[config.mk]
export PLATFORM = sky130hd
export DESIGN_NAME = hgbs_div
export DESIGN_NICKNAME = d
export VERILOG_FILES = /design/src/rtl/height_grid_box_smoothing_macros.svh /design/src/rtl/hgbs_pkg.sv /design/src/rtl/hgbs_div.sv
export SDC_FILE = /design/constraint.sdc
export NUM_CORES = 1
export LEC_CHECK = 0
export ABC_CLOCK_PERIOD_IN_PS = 6120
export BUFFER_PORTS_ARGS = -buffer_cell sky130_fd_sc_hd__buf_2
export CORE_UTILIZATION = 45
export DETAILED_ROUTE_END_ITERATION = 12
export MAX_ROUTING_LAYER = met4
export SYNTH_ARGS = -nofsm -noshare
export SYNTH_HDL_FRONTEND = slang
export SYNTH_SLANG_ARGS = --single-unit
export TNS_END_PERCENT = 30
[constraint.sdc]
create_clock -name clk -period 6.12 [get_ports clk]
set_input_delay 1.53 -clock clk [delete_from_list [all_inputs] [get_ports clk]]
set_output_delay 1.53 -clock clk [all_outputs]
set_load 0.02 [all_outputs]
[src/rtl/height_grid_box_smoothing_macros.svh]
// Assertion helpers for the grid smoother.
`ifndef HEIGHT_GRID_BOX_SMOOTHING_MACROS_SVH
`define HEIGHT_GRID_BOX_SMOOTHING_MACROS_SVH

// Implication checked at every clock edge outside reset.
`define HGBS_ASSERT_IMP(label, ante, cons, msg) \
  label: assert property (@(posedge clk) disable iff (!rst_n) (ante) |-> (cons)) \
    else $error(msg);

// Next-cycle implication checked outside reset.
`define HGBS_ASSERT_NXT(label, ante, cons, msg) \
  label: assert property (@(posedge clk) disable iff (!rst_n) (ante) |=> (cons)) \
    else $error(msg);

`endif

[src/rtl/hgbs_pkg.sv]
package hgbs_pkg;
  localparam int MAX_ROWS   = 128;
  localparam int MAX_COLS   = 128;
  localparam int MAX_RADIUS = 7;
  localparam int ROW_W  = $clog2(MAX_ROWS);
  localparam int COL_W  = $clog2(MAX_COLS);
  localparam int CELLS  = MAX_ROWS * MAX_COLS;
  localparam int ADDR_W = $clog2(CELLS);
  localparam int H_W    = 20;
  localparam int SUM_W  = 32;
  localparam logic signed [H_W-1:0] ONE_Q16 = 20'sd65536;

  typedef enum logic [1:0] {
    CMD_LOAD = 2'd0,
    CMD_RUN  = 2'd1,
    CMD_READ = 2'd2,
    CMD_NONE = 2'd3
  } cmd_t;

  typedef enum logic [1:0] {
    REG_ROWS   = 2'd0,
    REG_COLS   = 2'd1,
    REG_RADIUS = 2'd2,
    REG_PASSES = 2'd3
  } reg_idx_t;

  typedef enum logic [3:0] {
    S_IDLE,
    S_HREAD,
    S_HWAIT,
    S_HWRITE,
    S_VREAD,
    S_VWAIT,
    S_VWRITE,
    S_DIV,
    S_CREAD,
    S_CWAIT,
    S_CWRITE,
    S_OUT
  } state_t;

  typedef struct packed {
    logic start;
    logic signed [SUM_W-1:0] num;
    logic [7:0] den;
  } div_req_t;

  // reciprocal-free area table: (2r+1)^2
  function automatic logic [7:0] area_of(input logic [2:0] r);
    logic [7:0] s;
    s = {4'd0, r, 1'b1};
    return 8'((s * s));
  endfunction
endpackage

[src/rtl/hgbs_div.sv]
module hgbs_div
  import hgbs_pkg::*;
(
  input  logic                    clk,
  input  logic                    rst_n,
  input  div_req_t                req,
  output logic                    busy,
  output logic signed [H_W-1:0]   quo
);
  logic [SUM_W-1:0] rem_r, rem_nxt, q_r, q_nxt;
  logic [7:0]       den_r;
  logic             neg_r;
  logic [5:0]       cnt_r;
  logic [SUM_W:0]   trial;
  logic [SUM_W-1:0] qs;

  // restoring division on magnitudes, one quotient bit per cycle
  always_comb begin
    trial   = {rem_r, q_r[SUM_W-1]} - {{(SUM_W-7){1'b0}}, den_r};
    rem_nxt = trial[SUM_W] ? {rem_r[SUM_W-2:0], q_r[SUM_W-1]} : trial[SUM_W-1:0];
    q_nxt   = {q_r[SUM_W-2:0], ~trial[SUM_W]};
    qs      = neg_r ? (~q_r + 1'b1) : q_r;
  end

  assign busy = (cnt_r != 6'd0);
  assign quo  = qs[H_W-1:0];

  always_ff @(posedge clk) begin
    if (!rst_n) begin
      cnt_r <= 6'd0;
    end else if (req.start) begin
      cnt_r <= 6'(SUM_W);
      rem_r <= '0;
      q_r   <= req.num[SUM_W-1] ? SUM_W'(-req.num) : req.num;
      neg_r <= req.num[SUM_W-1];
      den_r <= req.den;
    end else if (busy) begin
      cnt_r <= cnt_r - 6'd1;
      rem_r <= rem_nxt;
      q_r   <= q_nxt;
    end
  end
endmodule

Yosys cells after proc, flatten, opt, wreduce, memory -nomap -nowiden
Cells that the tools add are included.
- register bits: 79
- bits in latches: 0
- memory bits (writable): 0
- ROM bits: 0
- input port bits: 43
- output and inout port bits: 21
- word-level logic and storage cells: 26
- memories kept: 0
- $add $sub $neg: 4
- $mul: 0
- div/mod/pow operators: 0
- magnitude comparators: 0
- equality and inequality tests: 0
- shifts and indexed selects: 0
- mux-type cells: 8
- bitwise gates (word level): 3
- reduce and logical (&&, ||, !) cells: 5
- operators by type and width (cell ; count):
    $mux 32 ; 5
    $sub 33x8->33 ; 1
    $neg 32->32 ; 1
    $add 20x1->20 const B ; 1
    $mux 20 ; 1
    $not 20->20 ; 1
    $mux 6 ; 2
    $reduce_bool 6->1 ; 1
    $sub 6x1->6 const B ; 1
    $reduce_and 2->1 ; 2
    $not 1->1 ; 2
    $reduce_bool 2->1 ; 1
    $reduce_or 2->1 ; 1

Logic depth before layout (Yosys ltp)
- word-level depth: 4
- depth in mapped cells: 12
- depth with buffers taken out: 10

Least setup slack after synthesis
No wires, ideal clock.
- path kind: input port to flip-flop
- start: input req[40] (netlist name)
- end: register q_r[0] (enable)
- setup time: 427 ps
- arrival: 3549 ps
- required time: 5693 ps
- slack: 2144 ps
- stages on the path: 3
- path buffers: 2
- path through: clkbuf_1 -> clkbuf_1 -> o21a_1
- word-level cells in the longest chain between the ends: 2
- ends and longest elaborated chain (what ; line ; RTL):
    from (decl) ; hgbs_div.sv:6 ; input div_req_t req,
    $reduce_bool 2->1 (no line) ; - ;
    $reduce_and 2->1 (no line) ; - ;
    to (signal assigned) ; hgbs_div.sv:34 ; q_r <= req.num[SUM_W-1] ? SUM_W'(-req.num) : req.num;
    to (signal assigned) ; hgbs_div.sv:40 ; q_r <= q_nxt;
    to (decl) ; hgbs_div.sv:10 ; logic [SUM_W-1:0] rem_r, rem_nxt, q_r, q_nxt;
Every way passes these cells.
A chain may end at the register's enable or synchronous reset.

Worst setup path after layout
- start: register q_r[9]
- end: output quo[19]
- word-level cells in the longest chain between the ends: 3
- ends and longest elaborated chain (what ; line ; RTL):
    $not 20->20 ; hgbs_div.sv:22 ; qs = neg_r ? (~q_r + 1'b1) : q_r;
    $add 20x1->20 ; hgbs_div.sv:22 ;
    $mux 20 ; hgbs_div.sv:22 ;
    to (decl) ; hgbs_div.sv:8 ; output logic signed [H_W-1:0] quo
Every way passes these cells.

==> flow_metrics.py <==
metrics = {
    "sta": {
        "tns_ns": 0,
        "fmax_ghz": 0.2463,
        "fin_crit_ns": 4.060,
        "setup_ws_ns": 2.060,
        "rsz0062_at_grt": "false",
        "setup_viol_count_final": 0,
        "post-route-period-util": 0.6634,
        "fin_worst_skew_ns": 0.005776,
        "hold_violations": 0,
        "slew_violations": 0,
        "maxSlewHeadroom": 0.4555,
        "max_slew.worst_pin.slew_ns": 0.8167,
    },
    "critical_path": {
        "cp.buffers_inverters": 1,
        "critPathSlowestCell": "or4_1",
        "path_class": "reg2out",
        "cp-startpoint": "q_r[9]",
        "crit_family": "simple AND/OR/NAND/NOR gates",
        "startpoint_type": "flip-flop",
        "worstPathCellList": "or4_1 > or2_2 > nor2_1 > nand2_1 > o31ai_1 > xnor2_1 > buf_2",
        "timing.rr.start": "q_r[31]",
        "cp-end-kind": "output pin",
        "critPathMaxFanout": 3,
        "required_ns": 4.59,
        "crit_path_max_incr_delay_ns": 0.57,
        "crit_arrival_ns": 2.53,
    },
    "global_routing": {
        "grt_pass1_vias": 3744,
        "grt_pass1_wl_mm": 18.06,
        "overflow": 0,
        "grt_max_degree": 87,
        "antenna_found_initial": 0,
        "grt_use_total": 0.2016,
    },
    "drt": {
        "drt_iter0_markers": 223,
        "drtAntennaViolNets": 0,
        "wl_mm": 10.59,
        "firstDrtPassIters": 4,
        "via_per_inst": 5.373,
        "drcViolationCount": 0,
        "wl_per_cell_um": 14.62,
        "num_vias": 3890,
    },
    "clock_network": {
        "tritoncts": "built",
        "ctsHtreeMaxLevel": 3,
        "clk_latency_ns": 0.33,
        "cts_hold_buf": 0,
        "cts_sinks": 79,
        "numCtsBuffers": 9,
        "cts_resized": 0,
        "clkSlewWorstSetupHoldPaths_ns": 0.06,
        "postCtsSetupBuffers": 0,
        "clockBufferDepth": 2,
        "root_buffer": "clkbuf_16",
    },
    "place": {
        "portBuffers": 63,
        "place_area_um2": 5519,
        "dp_hpwl_mm": 7.605,
        "gp_congestion": 0.8962,
        "place_ws_ns": 2.021,
    },
    "finish": {
        "post-route-util": 0.5301,
        "fin_area_um2": 5797,
        "syn2layout_area_growth_pct": 13.47,
        "diodes": 0,
        "fill_cells": 1029,
        "final_nets": 635,
        "drive_above_1_share": 0.1798,
    },
    "logic_synthesis": {
        "yosys.cell_count.top_type": "nor2_1",
        "ys_warn_count": 0,
        "synth_seq_cells": 79,
        "async_flop_share": 0,
        "synth_fp_nets": 582,
        "synth_area_per_cell_um2": 9.712,
        "synth_top_cells_by_area": "edfxtp_1 (43%), xor2_1 (6.5%), nor2_1 (6.1%), xnor2_1 (5.5%), a21oi_1 (4.3%)",
        "synth_ff_type": "edfxtp_1",
        "synth_top_area_frac": 0.4291,
        "synth_seq_area_share": 0.4526,
        "syn_inst": 526,
        "synth-edff-count": 73,
        "netlist_area_um2": 5109,
        "synth_commonest_cells": "nor2_1 (83), edfxtp_1 (73), a21oi_1 (44)",
        "yosysTopAreaCell": "edfxtp_1",
        "synth.distinct_cells": 56,
    },
    "power": {
        "power.total_mw": 2.089,
        "power_density_nw_per_um2": 360.4,
        "ir_drop_uv": 177.5,
        "power_leakage_nw": 2.182,
    },
    "worst_hold_path": {
        "worstHoldStart": "cnt_r[1]",
        "hp-class": "reg2reg",
    },
    "floorplan": {
        "fp.dieArea_um2": 11780,
        "fp.dieH_um": 108.6,
        "start_util": 0.4672,
        "core_region_area_um2": 10940,
        "rows": 38,
        "io_pins": 64,
        "dieWidth_um": 108.6,
    },
    "flow_run": {
        "drv_cap": 0,
    },
    "status": {
        "outcome": "complete, no violations",
    },
}
## placed cells by master (no fill, tap or decap), types with 7 or more instances in the layout
| cell | count |
|---|---|
| nand2b_1 | 7 |
| xnor2_1 | 32 |
| o41ai_1 | 7 |
| ha_1 | 12 |
| nor2_1 | 83 |
| o31ai_1 | 16 |
| o21ai_0 | 17 |
| nor3_1 | 13 |
| or4_1 | 7 |
| mux2i_1 | 8 |
| xor2_1 | 38 |
| edfxtp_1 | 73 |
| nor4_1 | 7 |
| clkbuf_16 | 9 |
| nand2_1 | 37 |
| inv_1 | 18 |
| buf_2 | 62 |
| a21oi_1 | 44 |
| nor2b_1 | 9 |
| or3_1 | 9 |
## layer usage
layer	global-route usage	vias up	wire (um)
li1	-	1998	-
met1	0.2771	1822	5160
met2	0.2997	61	4913
met3	0.03014	9	378
met4	0.07625	0	133
met5	-	-	0
## flip-flops by register name, summed over array words and instances, names as in the netlist
register,flops
cnt_r,6
den_r,8
neg_r,1
q_r,32
rem_r,32
## where the power goes
part	leakage, nW	internal, mW	switching, mW
registers	0.756	0.772	0.118
logic	1.29	0.283	0.414
clock network	0.136	0.296	0.205
total	2.18	1.35	0.738
## cell type report
cell class | instances | area [um^2] | share of cell area
flip-flops and latches | 79 | 2312 | 0.3989
clock buffers | 13 | 260.3 | 0.04490
inverters | 18 | 67.56 | 0.01166
clock inverters | 3 | 17.52 | 0.003022
well taps | 140 | 175.2 | 0.03022
repair buffers | 65 | 332.8 | 0.05741
multi-input cells | 406 | 2631 | 0.4539
## metrics by stage
stage | std cells | hold WS (ns)
detailed placement | 708 | 0.5055
CTS | 724 | 0.5109
finish | 724 | 0.5099
global route | 724 | 0.5360
global placement | 708 | 0.4970
floorplan | 526 | 0.4840
## worst min-delay path, cell delays in order, from the launching register on
cell	delay [ns]
dfxtp_1	0.32
nor2_1	0.10
a211oi_1	0.05
## logic make-up (layout without fill, tap and decap cells)
logic type,after synthesis,count (layout),share of synthesized area
flip-flops,79,79,0.4526
adder cells (fa/ha/maj),13,13,0.03331
AND/OR/NAND/NOR,203,203,0.2001
buffers and inverters,41,99,0.03257
AO/OA/AOI/OAI,107,107,0.1325
XOR/XNOR,70,70,0.1200
multiplexers,13,13,0.02890
## final timing paths
check / to / slack, ns / depth (start not counted)
max: quo[19] / 2.06 / 7
min reg2reg: cnt_r[1] / 0.51 / 2
max reg2reg: rem_r[31] / 2.86 / 10
min: cnt_r[1] / 0.51 / 2
(Power assumes the default switching activity.)
